`src/rtl/g2cp_pkg.sv`:
```
// shared types and constants for the glyph row to column page converter
package g2cp_pkg;

    localparam int PIXEL_BITS = 32;
    localparam int BYTE_W     = 8;
    localparam int WIDTH_W    = 6;
    localparam int COL_W      = 5;
    localparam int PAGE_W     = 3;
    localparam int HEIGHT_W   = 7;
    // wide enough for any glyph height up to the largest supported one
    localparam int HCMP_W     = 9;

    typedef enum logic [1:0] {
        ST_IDLE = 2'b01,
        ST_EMIT = 2'b10
    } state_t;

    // control broadcast to every column cell
    typedef struct packed {
        logic              clear;
        logic              shift;
        logic              acc;
        logic [BYTE_W-1:0] mask;
    } cell_ctl_t;

endpackage

```
`src/rtl/glyph_rows_to_column_pages_unit.sv`:
```
// top level: row accumulation into a chain of column cells and page read-out
//
// Takes one glyph pixel row per request (pixel 0 at bit 31) and builds the
// column-major page bytes of a monochrome LCD in a chain of column cells, one
// cell per column. A row that does not end a page leaves the unit ready for the
// next row. A row that ends a page (every eighth row, or the glyph's last row)
// is followed by a read-out of one column byte per cycle while the output is not
// stalled, column 0 first, as the cells shift towards the output register; no
// new row is taken until the last column has left the chain. The user must keep
// to this: glyph_height (cfg_write_data) is written only while idle; the block
// itself does not enforce it.
module glyph_rows_to_column_pages_unit #(
    parameter int MAX_WIDTH  = 32,
    parameter int MAX_HEIGHT = 64
) (
    input  logic                           clk,
    input  logic                           rst_n,
    input  logic                           cfg_write_en,
    input  logic [g2cp_pkg::HEIGHT_W-1:0]  cfg_write_data,
    input  logic                           in_valid,
    output logic                           in_stall,
    input  logic [g2cp_pkg::PIXEL_BITS-1:0] row_pixels,
    input  logic [g2cp_pkg::WIDTH_W-1:0]   glyph_width,
    output logic                           out_valid,
    input  logic                           out_stall,
    output logic [g2cp_pkg::BYTE_W-1:0]    column_byte,
    output logic [g2cp_pkg::COL_W-1:0]     column_index,
    output logic [g2cp_pkg::PAGE_W-1:0]    page_index,
    output logic                           last_of_page,
    output logic                           glyph_done
);
    import g2cp_pkg::*;

    localparam int NCELL = (MAX_WIDTH < PIXEL_BITS) ? MAX_WIDTH : PIXEL_BITS;
    localparam int ROW_W = $clog2(MAX_HEIGHT);
    localparam logic [WIDTH_W-1:0] WLIMIT = WIDTH_W'(NCELL);
    localparam logic [HCMP_W-1:0]  HMAX   = HCMP_W'(MAX_HEIGHT);

    state_t state_reg, state_next;

    logic [HEIGHT_W-1:0] height_reg;
    logic [ROW_W-1:0]    row_reg, row_next;
    logic [WIDTH_W-1:0]  width_reg, width_next;
    logic [WIDTH_W-1:0]  col_reg, col_next;
    logic [PAGE_W-1:0]   page_reg, page_next;
    logic                glast_reg, glast_next;

    logic                out_valid_reg, out_valid_next;
    logic [BYTE_W-1:0]   out_byte_reg, out_byte_next;
    logic [COL_W-1:0]    out_col_reg, out_col_next;
    logic [PAGE_W-1:0]   out_page_reg, out_page_next;
    logic                out_last_reg, out_last_next;
    logic                out_done_reg, out_done_next;

    logic                in_take, slot_free, emit_last;
    logic [WIDTH_W-1:0]  width_clamped;
    logic [HCMP_W-1:0]   height_ext, height_min1, height_eff, row_ext;
    logic                last_row, page_end;
    cell_ctl_t           ctl;

    logic [BYTE_W-1:0]   acc_bytes [NCELL];
    logic [NCELL-1:0]    col_en;

    assign in_stall  = !state_reg[0];
    assign in_take   = in_valid && !in_stall;
    assign slot_free = !out_valid_reg || !out_stall;

    assign width_clamped = (glyph_width > WLIMIT) ? WLIMIT : glyph_width;

    // effective height: zero reads as one, clamp to the supported maximum
    assign height_ext  = HCMP_W'(height_reg);
    assign height_min1 = (height_ext == '0) ? HCMP_W'(1) : height_ext;
    assign height_eff  = (height_min1 > HMAX) ? HMAX : height_min1;

    assign row_ext  = HCMP_W'(row_reg);
    assign last_row = (row_ext + HCMP_W'(1)) >= height_eff;
    assign page_end = last_row || (row_ext[2:0] == 3'd7);

    assign emit_last = (col_reg + WIDTH_W'(1)) == width_reg;

    always_comb
    begin
        state_next     = state_reg;
        row_next       = row_reg;
        width_next     = width_reg;
        col_next       = col_reg;
        page_next      = page_reg;
        glast_next     = glast_reg;
        out_valid_next = out_valid_reg;
        out_byte_next  = out_byte_reg;
        out_col_next   = out_col_reg;
        out_page_next  = out_page_reg;
        out_last_next  = out_last_reg;
        out_done_next  = out_done_reg;
        ctl.clear      = 1'b0;
        ctl.shift      = 1'b0;
        ctl.acc        = 1'b0;
        ctl.mask       = BYTE_W'(1) << row_reg[2:0];

        if (out_valid_reg && !out_stall)
        begin
            out_valid_next = 1'b0;
        end

        unique case (state_reg)
            ST_IDLE:
            begin
                if (in_take)
                begin
                    ctl.acc  = 1'b1;
                    row_next = last_row ? '0 : row_reg + ROW_W'(1);
                    if (page_end)
                    begin
                        if (width_clamped == '0)
                        begin
                            // nothing to send, just drop the page
                            ctl.clear = 1'b1;
                        end
                        else
                        begin
                            state_next = ST_EMIT;
                            width_next = width_clamped;
                            col_next   = '0;
                            page_next  = row_ext[5:3];
                            glast_next = last_row;
                        end
                    end
                end
            end
            ST_EMIT:
            begin
                if (slot_free)
                begin
                    out_valid_next = 1'b1;
                    out_byte_next  = acc_bytes[0];
                    out_col_next   = col_reg[COL_W-1:0];
                    out_page_next  = page_reg;
                    out_last_next  = emit_last;
                    out_done_next  = emit_last && glast_reg;
                    col_next       = col_reg + WIDTH_W'(1);
                    if (emit_last)
                    begin
                        ctl.clear  = 1'b1;
                        state_next = ST_IDLE;
                    end
                    else
                    begin
                        ctl.shift = 1'b1;
                    end
                end
            end
            default:
            begin
                state_next = ST_IDLE;
            end
        endcase
    end

    always_ff @(posedge clk or negedge rst_n)
    begin
        if (!rst_n)
        begin
            state_reg     <= ST_IDLE;
            height_reg    <= HEIGHT_W'(8);
            row_reg       <= '0;
            out_valid_reg <= 1'b0;
        end
        else
        begin
            state_reg     <= state_next;
            row_reg       <= row_next;
            out_valid_reg <= out_valid_next;
            if (cfg_write_en)
            begin
                height_reg <= cfg_write_data;
            end
        end
    end

    always_ff @(posedge clk)
    begin
        width_reg    <= width_next;
        col_reg      <= col_next;
        page_reg     <= page_next;
        glast_reg    <= glast_next;
        out_byte_reg <= out_byte_next;
        out_col_reg  <= out_col_next;
        out_page_reg <= out_page_next;
        out_last_reg <= out_last_next;
        out_done_reg <= out_done_next;
    end

    // column chain, read out at cell 0, zeros fed in at the far end
    for (genvar j = 0; j < NCELL; j++)
    begin : g_cell
        logic [BYTE_W-1:0] next_byte;

        if (j == NCELL - 1)
        begin : g_end
            assign next_byte = '0;
        end
        else
        begin : g_mid
            assign next_byte = acc_bytes[j+1];
        end

        assign col_en[j] = WIDTH_W'(j) < width_clamped;

        g2cp_cell u_cell (
            .clk       (clk),
            .rst_n     (rst_n),
            .ctl       (ctl),
            .pixel     (row_pixels[PIXEL_BITS-1-j]),
            .col_en    (col_en[j]),
            .next_byte (next_byte),
            .acc_byte  (acc_bytes[j])
        );
    end

    assign out_valid    = out_valid_reg;
    assign column_byte  = out_byte_reg;
    assign column_index = out_col_reg;
    assign page_index   = out_page_reg;
    assign last_of_page = out_last_reg;
    assign glyph_done   = out_done_reg;

endmodule

```
`src/rtl/g2cp_cell.sv`:
```
// one column cell: holds the page byte of a column and passes it down the chain
module g2cp_cell (
    input  logic                       clk,
    input  logic                       rst_n,
    input  g2cp_pkg::cell_ctl_t        ctl,
    input  logic                       pixel,
    input  logic                       col_en,
    input  logic [g2cp_pkg::BYTE_W-1:0] next_byte,
    output logic [g2cp_pkg::BYTE_W-1:0] acc_byte
);
    import g2cp_pkg::*;

    logic [BYTE_W-1:0] acc_reg;
    logic [BYTE_W-1:0] acc_next;

    always_comb
    begin
        acc_next = acc_reg;
        priority if (ctl.clear)
        begin
            acc_next = '0;
        end
        else if (ctl.shift)
        begin
            acc_next = next_byte;
        end
        else if (ctl.acc && pixel && col_en)
        begin
            acc_next = acc_reg | ctl.mask;
        end
    end

    always_ff @(posedge clk or negedge rst_n)
    begin
        if (!rst_n)
        begin
            acc_reg <= '0;
        end
        else
        begin
            acc_reg <= acc_next;
        end
    end

    assign acc_byte = acc_reg;

endmodule

```
`config.mk`:
```
export PLATFORM = sky130hd
export DESIGN_NAME = glyph_rows_to_column_pages_unit
export DESIGN_NICKNAME = d
export VERILOG_FILES = /design/src/rtl/g2cp_pkg.sv /design/src/rtl/glyph_rows_to_column_pages_unit.sv /design/src/rtl/g2cp_cell.sv
export SDC_FILE = /design/constraint.sdc
export NUM_CORES = 1
export LEC_CHECK = 0
export ABC_CLOCK_PERIOD_IN_PS = 8600
export BUFFER_PORTS_ARGS = -buffer_cell sky130_fd_sc_hd__buf_2
export CELL_PAD_IN_SITES_DETAIL_PLACEMENT = 0
export CELL_PAD_IN_SITES_GLOBAL_PLACEMENT = 1
export CORE_AREA = 2 2 225 227
export DETAILED_ROUTE_END_ITERATION = 12
export DIE_AREA = 0 0 227 229
export PLACE_DENSITY_LB_ADDON = 0.15
export SLEW_MARGIN = 20
export SYNTH_ARGS = -nofsm -noshare
export SYNTH_HDL_FRONTEND = slang
export SYNTH_SLANG_ARGS = --single-unit
```
`constraint.sdc`:
```
create_clock -name clk -period 8.6 [get_ports clk]
set_input_delay 0.43 -clock clk [delete_from_list [all_inputs] [get_ports clk]]
set_output_delay 0.43 -clock clk [all_outputs]
set_load 0.01 [all_outputs]
```
==> results of run 1 <==
final timing paths:
check                                  startpoint                                   endpoint  slack (ns)  cells after the start
setup / recovery           row_reg[2]$_DFFE_PN0P_  g_cell[23].u_cell.acc_byte[3]$_DFFE_PN0P_        4.03                     10
setup reg to reg           row_reg[2]$_DFFE_PN0P_  g_cell[23].u_cell.acc_byte[3]$_DFFE_PN0P_        4.03                     10
max in group asynchronous                   rst_n  g_cell[26].u_cell.acc_byte[5]$_DFFE_PN0P_        6.49                      3
hold / removal                  cfg_write_data[6]                  height_reg[6]$_DFFE_PN0P_        0.09                      3
min in group asynchronous                   rst_n                        out_valid$_DFF_PN0_        0.51                      2
hold reg to reg             page_reg[2]$_DFFE_PP_                    page_index[2]$_DFFE_PP_        0.42                      0
report_power, final:
part	internal, uW	total, uW	switching, uW
combinational	1010	2940	1930
sequential	2090	2450	359
clock	929	1570	644
total	4030	6970	2930
metrics by stage:
step	instances	area, um2	setup WS, ns	power (uW)	hold slack [ns]
after floorplan	1512	17160	5.858	4655	0.1344
after global placement	2059	17610	4.078	5367	0.4024
after detailed placement	2059	17620	4.067	5417	0.4215
after CTS	2125	18820	4.080	7021	0.06073
after global routing	2125	18830	3.772	7398	0.1027
final	2125	18830	4.035	6968	0.09190
layout by cell type (no fill, tap or decap), types with 8 or more instances in the layout:
master and instances:
a21oi_1 273, dfrtp_1 270, a211oi_1 259, a221oi_2 239, buf_2 68, nand2_1 43, clkbuf_16 39, edfxtp_1 34
buf_4 25, ha_1 16, nor2_1 15, inv_1 13, o21ai_0 13, and3_1 12, clkbuf_1 12, nand3_1 10
a221oi_1 9, xnor2_1 8, clkbuf_8 8
what timing repair did:
item                       CTS  global route
hold endpoints to repair    15             0
setup endpoints to repair    0             0
hold buffers                 1             0
final cells by class:
| class | instances | area (um2) | area share, % |
|---|---|---|---|
| clock buffer | 59 | 1131 | 6.006 |
| sequential | 306 | 7830 | 41.58 |
| inverter | 15 | 63.81 | 0.3388 |
| clock inverter | 6 | 57.56 | 0.3056 |
| tap | 672 | 840.8 | 4.465 |
| multi-input combinational | 968 | 8284 | 43.99 |
| timing repair buffer | 99 | 624.3 | 3.315 |
critical path, cell delays in order, from the launching register on:
cell and delay [ns]:
dfrtp_1 0.68, nand3_1 0.18, nor3_1 0.22, xor2_1 0.27, ha_1 0.20, and4_1 0.18
o21ai_0 0.10, o211ai_1 0.48, a32o_4 0.89, buf_12 0.73, a221oi_1 0.24
kinds of logic after synthesis:
group / synth area share (%)
compound gates: 42.09
fa+ha+maj: 1.167
simple gates: 3.377
xor+xnor: 0.8459
mux: 0.3938
flops: 45.64
buf+inv: 6.490
layer usage:
layer	wire, um	share of wire, %
met1	26210	48
met2	24870	46
met3	2017	3.7
met4	1063	2.0
met5	0	0
==> flow_summary.ini, run 1 <==
[placed_design]
place.gp.congestion = 0.8182
hpwl_um = 29210
numPortBuffers = 69

[synthesis]
synth_ff_type = dfrtp_1
yosysMostFrequentCell = a21oi_1
synth_top_area_share_pct = 39.38
syn-cell-area_um2 = 17160
synth_area_leaders = dfrtp_1 39%, a221oi_2 21%, a211oi_1 11%
syn_inst = 1512
synth_edf_count = 34
synth.top_cells.by_count = 276 x a21oi_1, 270 x dfrtp_1, 259 x a211oi_1
ys_async_sr_fraction_pct = 88.89
ys_types = 51
yosys.area.top_type = dfrtp_1
syn-mean-instance-area_um2 = 11.35
syn_nets = 1578
seq_area_frac_synth_pct = 45.64
synth-seq-cells = 306
yosys_warnings = 0

[clock_network]
post-cts-setup-buffers = 0
cts_resized = 0
cts_buffers = 38
cts.sinks = 306
clkLatencyLatePin_ns = 0.56
clk_pin_slew_ns = 0.06
clockRootBuffer = clkbuf_16
h-tree-depth = 2
cts_max_path_buffers = 3
cts_tree = built

[timing]
rsz0062_at_grt = false
skew_ns = 0.01610
slew_violations = 0
slew-limit-headroom_pct = 16.66
finalCriticalPeriod_ns = 4.565
fmaxAchievable_mhz = 219.0
min_period_over_period_pct = 53.09
finalSetupViolCount = 0
setup-tns-final_ns = 0
hold_viol_final = 0
max_slew.worst_pin.slew_ns = 1.250

[global_routing]
grt.busiest_layer = met2
grt_max_degree = 194
grt_remaining_overflow = 0
grtUsageMet2_pct = 32.10
antenna_found_initial = 0
grt_pass1_wl_um = 85700
grt_usage_pct = 20.89
grt_pass1_vias = 13823
met1_usage_pct = 30.64
met3_usage_pct = 3.194

[die]
die_w_um = 227
std_cell_rows = 82
coreArea_um2 = 49660
pin_count = 70
die_h_um = 229
start_util_pct = 34.55
die_area_um2 = 51980

[worst_setup_path]
endpoint_kind = flop
path_max_fanout = 130
critPathKind = flop to flop
critical_path_required_ns = 8.97
critPathArrivalTime_ns = 4.93
worstSetupStartpointType = flop

[drt]
antenna_left = 0
drcViolationCount = 0
viasPerCell = 6.203
wl_um = 54160
first_iter_violations = 1038
wire_per_inst_um = 25.49
dr.pass1.iters = 6
vias = 13182

[status]
status = finished, final reports clean

[final_layout]
largest_reg_flops = 256
final_util_pct = 37.92
n_antenna_cell = 0
fillCellCount = 4940
nets = 1494
syn_to_final_growth_pct = 9.757
drive_gt1_share_pct = 28.49

[flow_run]
drv_cap = 0

[power]
ir_drop_mv = 0.3314
power.density_nw_per_um2 = 370.0
p_leak_uw = 0.006325

[worst_hold_path]
min_path_type = input pin to flop
(Power assumes the default switching activity.)
==> run 2: changes to the inputs <==
- ABC_CLOCK_PERIOD_IN_PS: 8600 -> 4600
- clock period: 8.6 -> 4.6 ns (I/O delays scaled with it)
==> run 2 against run 1 <==
Against the previous run: first-iteration DRC count increased by 0.87%; power rose by 90%; clock power increased by 93%; wire length down 1.4%; sequential power rose by 87%; cell count grew 1.5%; non-clock buffer count increased by 26; worst hold slack got worse by 0.031 ns; largest cell class unchanged; combinational power grew 90%; design area up 2.4%; largest power group unchanged; critical endpoint is now g_cell[23].u_cell.acc_byte[1]$_DFFE_PN0P_; register-to-register slack got worse by 2.9 ns; clock skew is 0.0012 ns higher.
==> flow_summary.ini, run 2 (synthesis gave the netlist of run 1 again) <==
[status]
status = finished, final reports clean

[placed_design]
dp_cells = 2077
place.gp.congestion = 0.7924
dp_slack_ns = 1.199
hpwl_um = 29850
dpl-instance-area_um2 = 17940
numPortBuffers = 69

[die]
start_util_pct = 34.55
pin_count = 70
coreArea_um2 = 49660
die_area_um2 = 51980
std_cell_rows = 82
die_h_um = 229
die_w_um = 227

[final_layout]
syn_to_final_growth_pct = 12.38
largest_reg_flops = 256
mostFrequentLayoutCell = a21oi_1
drive_gt1_share_pct = 29.38
final_cell_mix = 275 x a21oi_1, 270 x dfrtp_1, 259 x a211oi_1
stdcell_count = 2157
finish.instance_area_um2 = 19280
final_util_pct = 38.83
fillCellCount = 4869
nets = 1520

[timing]
rsz0062_at_grt = false
hold_viol_final = 0
slew-limit-headroom_pct = 21.19
max_slew.worst_pin.slew_ns = 1.182
slew_violations = 0
fin_ws_ns = 1.167
fmaxAchievable_mhz = 291.3
finalSetupViolCount = 0
skew_ns = 0.01730
min_period_over_period_pct = 74.62
finalCriticalPeriod_ns = 3.433
setup-tns-final_ns = 0

[global_routing]
antenna_found_initial = 1
grt.busiest_layer = met2
grt_remaining_overflow = 0
met3_usage_pct = 2.822
grt_pass1_vias = 13763
grt_pass1_wl_um = 84700
met1_usage_pct = 30.57
grtUsageMet2_pct = 31.71
grt_max_degree = 159
grt_usage_pct = 20.57

[drt]
antenna_left = 0
dr.pass1.iters = 5
drcViolationCount = 0
wire_per_inst_um = 24.77
viasPerCell = 6.109
vias = 13177
wl_um = 53420
first_iter_violations = 1047

[clock_network]
h-tree-depth = 2
cts_buffers = 38
clockRootBuffer = clkbuf_16
cts.sinks = 306
cts_tree = built
cts_max_path_buffers = 3
clk_pin_slew_ns = 0.06
clkLatencyLatePin_ns = 0.56

[worst_setup_path]
slowest_stage = dfrtp_1
crit_top_cell = buf_12
critical_path_required_ns = 5.04
max_stage_delay_ns = 0.66
critPathKind = flop to flop
path_max_fanout = 20
cp_cell_sequence = nand3_1 > nor3_1 > xor2_1 > ha_1 > and4_1 > o21ai_0 > o211ai_1 > a32o_4 > buf_12 > buf_12 > a221oi_1
worstSetupStartpointType = flop
endpoint_kind = flop
critPathArrivalTime_ns = 3.88

[power]
p_leak_uw = 0.006545
ir_drop_mv = 0.7506
power.density_nw_per_um2 = 685.3

[worst_hold_path]
min_path_type = input pin to flop

[flow_run]
drv_cap = 0
run 2: cell count changes in the layout (fill, tap and decap cells not counted), sizes merged:
cell         change
inv              -1
diode            +1
clkinvlp         +1
bufinv           +1
dlygate4sd3      +8
clkbuf           -5
buf             +18
clkinv           +9
run 2: timing repair:
action	CTS	global route
hold buffers	9	0
resized for setup	0	0
buffers inserted	0	0
hold endpoints to repair	95	0
run 2: final timing paths:
| check | start | endpoint | slack (ns) | cells after the start |
|---|---|---|---|---|
| setup / recovery | row_reg[2]$_DFFE_PN0P_ | g_cell[23].u_cell.acc_byte[1]$_DFFE_PN0P_ | 1.17 | 11 |
| min in group asynchronous | rst_n | out_valid$_DFF_PN0_ | 0.31 | 2 |
| hold reg to reg | page_reg[2]$_DFFE_PP_ | page_index[2]$_DFFE_PP_ | 0.42 | 0 |
| max in group asynchronous | rst_n | g_cell[18].u_cell.acc_byte[3]$_DFFE_PN0P_ | 3.26 | 3 |
| setup reg to reg | row_reg[2]$_DFFE_PN0P_ | g_cell[23].u_cell.acc_byte[1]$_DFFE_PN0P_ | 1.17 | 11 |
| hold / removal | cfg_write_en | height_reg[1]$_DFFE_PN0P_ | 0.06 | 2 |
run 2: metal layers:
layer | vias to the layer above | routed length (um)
li1 | 6006 | -
met1 | 6875 | 26150
met2 | 233 | 24760
met3 | 63 | 1603
met4 | 0 | 908
met5 | - | 0
run 2: critical path, delay by kind of cell, from the launching register on:
family / cells / cell delay (ns)
compound gates: 4 / 1.09
xor+xnor: 1 / 0.24
fa+ha+maj: 1 / 0.28
buf+inv: 2 / 0.39
flops: 1 / 0.66
simple gates: 3 / 0.64
run 2: final cells by class:
| cell class | count | area, um2 | share of cell area, % |
|---|---|---|---|
| diodes | 1 | 2.502 | 0.01298 |
| clock buffers | 54 | 1115 | 5.782 |
| clock inverters | 16 | 128.9 | 0.6684 |
| inverters | 15 | 63.81 | 0.3310 |
| multi-input cells | 968 | 8277 | 42.93 |
| flip-flops and latches | 306 | 7830 | 40.61 |
| well taps | 672 | 840.8 | 4.361 |
| repair buffers | 125 | 1023 | 5.308 |
run 2: through the flow:
step	hold WS, ns	total power, uW
global placement	0.3404	10150
CTS	0.03120	13310
finish	0.06072	13210
global route	0.06055	14010
detailed placement	0.3447	10230
floorplan	-0.06559	8702
run 2: where the power goes:
group	total, uW	internal, uW	switching, uW
registers	4580	3910	669
clock network	3030	1800	1230
logic	5600	2000	3600
==> run 3: changes to the inputs <==
- ABC_CLOCK_PERIOD_IN_PS: 4600 -> 3000
- clock period: 4.6 -> 3 ns (I/O delays scaled with it)
==> run 3 against run 2 <==
Against the previous run: maximum frequency up 19%; non-clock buffer count is 60 higher; register-to-register slack worse by 1.1 ns; cell count increased by 2.7%; worst hold slack worse by 0.019 ns; sequential power is 53% higher; clock skew decreased by 0.0031 ns; combinational power is 65% higher; via count grew 3.2%; highest routed layer unchanged.
==> flow_summary.ini, run 3 (synthesis gave the netlist of run 1 again) <==
[final_layout]
final_util_pct = 40.59
multi_input_area_um2 = 8348
drive_gt1_share_pct = 32.19
final_cell_mix = 276 x a21oi_1, 270 x dfrtp_1, 258 x a211oi_1
mostFrequentLayoutCell = a21oi_1
syn_to_final_growth_pct = 17.47
fillCellCount = 4865
largest_reg_flops = 256
n_antenna_cell = 0
nets = 1583
seq_area_um2 = 7830

[drt]
wl_um = 56590
wire_per_inst_um = 25.54
wl_met3_um = 2454
vias = 13596
antenna_left = 0
first_iter_violations = 1057
drt-met1-wl_um = 27180
drcViolationCount = 0
dr.pass1.iters = 5
viasPerCell = 6.135
topRoutingLayerUsed = met4
met2_length_um = 25770

[placed_design]
numPortBuffers = 69
place.gp.congestion = 0.8141
dp_slack_ns = 0.04471
hpwl_um = 31390

[worst_setup_path]
critPathArrivalTime_ns = 3.35
endpoint_kind = flop
r2r_start = row_reg[0]$_DFFE_PN0P_
rrSetupSlack_ns = 0.11
r2r_end = g_cell[9].u_cell.acc_byte[6]$_DFFE_PN0P_
critPathKind = flop to flop
r2r_cells = 12
path_max_fanout = 10
worstSetupStartpointType = flop
critical_path_required_ns = 3.46

[worst_hold_path]
min_path_type = input pin to flop
holdPathEnd = width_reg[5]$_DFFE_PP_
hp-start = glyph_width[5]
hold_depth = 1

[flow_run]
drv_cap = 0

[clock_network]
clockRootBuffer = clkbuf_16
cts_tree = built
cts.sinks = 306
clk_pin_slew_ns = 0.06
cts_max_path_buffers = 3
cts_buffers = 39
h-tree-depth = 2
clkLatencyLatePin_ns = 0.56

[timing]
slew_violations = 0
min_period_over_period_pct = 96.30
holdWs_ns = 0.04138
finalCriticalPeriod_ns = 2.889
slew-limit-headroom_pct = 45.27
hold_viol_final = 0
fmaxAchievable_mhz = 346.1
max_slew.worst_pin.slew_ns = 0.8209
finalSetupViolCount = 0
fin_ws_ns = 0.1110
setup-tns-final_ns = 0
skew_ns = 0.01422

[die]
std_cell_rows = 82
start_util_pct = 34.55
die_area_um2 = 51980
die_h_um = 229
die_w_um = 227
pin_count = 70
coreArea_um2 = 49660

[global_routing]
grt_max_degree = 81
grt_pass1_wl_um = 86770
grt_usage_pct = 21.19
grt_pass1_vias = 14157
antenna_found_initial = 0
grt_remaining_overflow = 0

[status]
status = finished, final reports clean

[power]
p_leak_uw = 0.006977
ir_drop_mv = 0.5917
total_power_uw = 21070
power.density_nw_per_um2 = 1045
run 3: area by class of cell:
type / count / area share [%]
flip-flops and latches: 306 / 38.85
well taps: 672 / 4.172
clock inverters: 11 / 0.7015
repair buffers: 185 / 8.803
inverters: 15 / 0.3166
multi-input cells: 970 / 41.42
clock buffers: 57 / 5.736
run 3: per-layer routing:
layer / track usage, % / vias to the layer above
li1: - / 6145
met1: 31.44 / 7111
met2: 31.82 / 271
met3: 3.643 / 69
met4: 5.413 / 0
met5: 0 / -
run 3: per-stage QoR:
| step | instance area [um2] | instances |
|---|---|---|
| detailed placement | 18320 | 2115 |
| global placement | 18320 | 2115 |
| global route | 20150 | 2216 |
| finish | 20150 | 2216 |
| floorplan | 17160 | 1512 |
| CTS | 19790 | 2200 |
run 3: worst max path at each step:
stage / end / slack, ns / cells past startpoint / startpoint
3_3_place_gp: g_cell[31].u_cell.acc_byte[6]$_DFFE_PN0P_ / 0.08 / 10 / row_reg[0]$_DFFE_PN0P_
4_1_cts: g_cell[31].u_cell.acc_byte[3]$_DFFE_PN0P_ / 0.002 / 10 / row_reg[0]$_DFFE_PN0P_
3_5_place_dp: g_cell[16].u_cell.acc_byte[6]$_DFFE_PN0P_ / 0.04 / 10 / row_reg[0]$_DFFE_PN0P_
6_report: g_cell[9].u_cell.acc_byte[6]$_DFFE_PN0P_ / 0.11 / 12 / row_reg[0]$_DFFE_PN0P_
2_1_floorplan: g_cell[7].u_cell.acc_byte[7]$_DFFE_PN0P_ / 0.26 / 12 / row_reg[2]$_DFFE_PN0P_
5_1_grt: g_cell[6].u_cell.acc_byte[5]$_DFFE_PN0P_ / -0.03 / 12 / row_reg[3]$_DFFE_PN0P_
run 3: critical path, cell delays in order, from the launching register on:
cell and delay [ns]:
dfrtp_1 0.40, inv_1 0.11, nor3_2 0.19, xor2_1 0.26
ha_1 0.30, and4_1 0.22, o21ai_2 0.06, o211ai_1 0.10
buf_4 0.18, buf_4 0.14, a32o_4 0.35, clkbuf_16 0.21
a221oi_2 0.27
run 3: power by group:
| group | switching, uW | internal, uW |
|---|---|---|
| combinational | 5750 | 3470 |
| clock | 1920 | 2930 |
| sequential | 1010 | 5990 |
run 3: what timing repair did:
item	CTS	global route
gates resized for setup	0	20
endpoints found under the setup margin	0	262
hold buffers	17	0
hold endpoints to repair	84	0
setup buffers	0	5
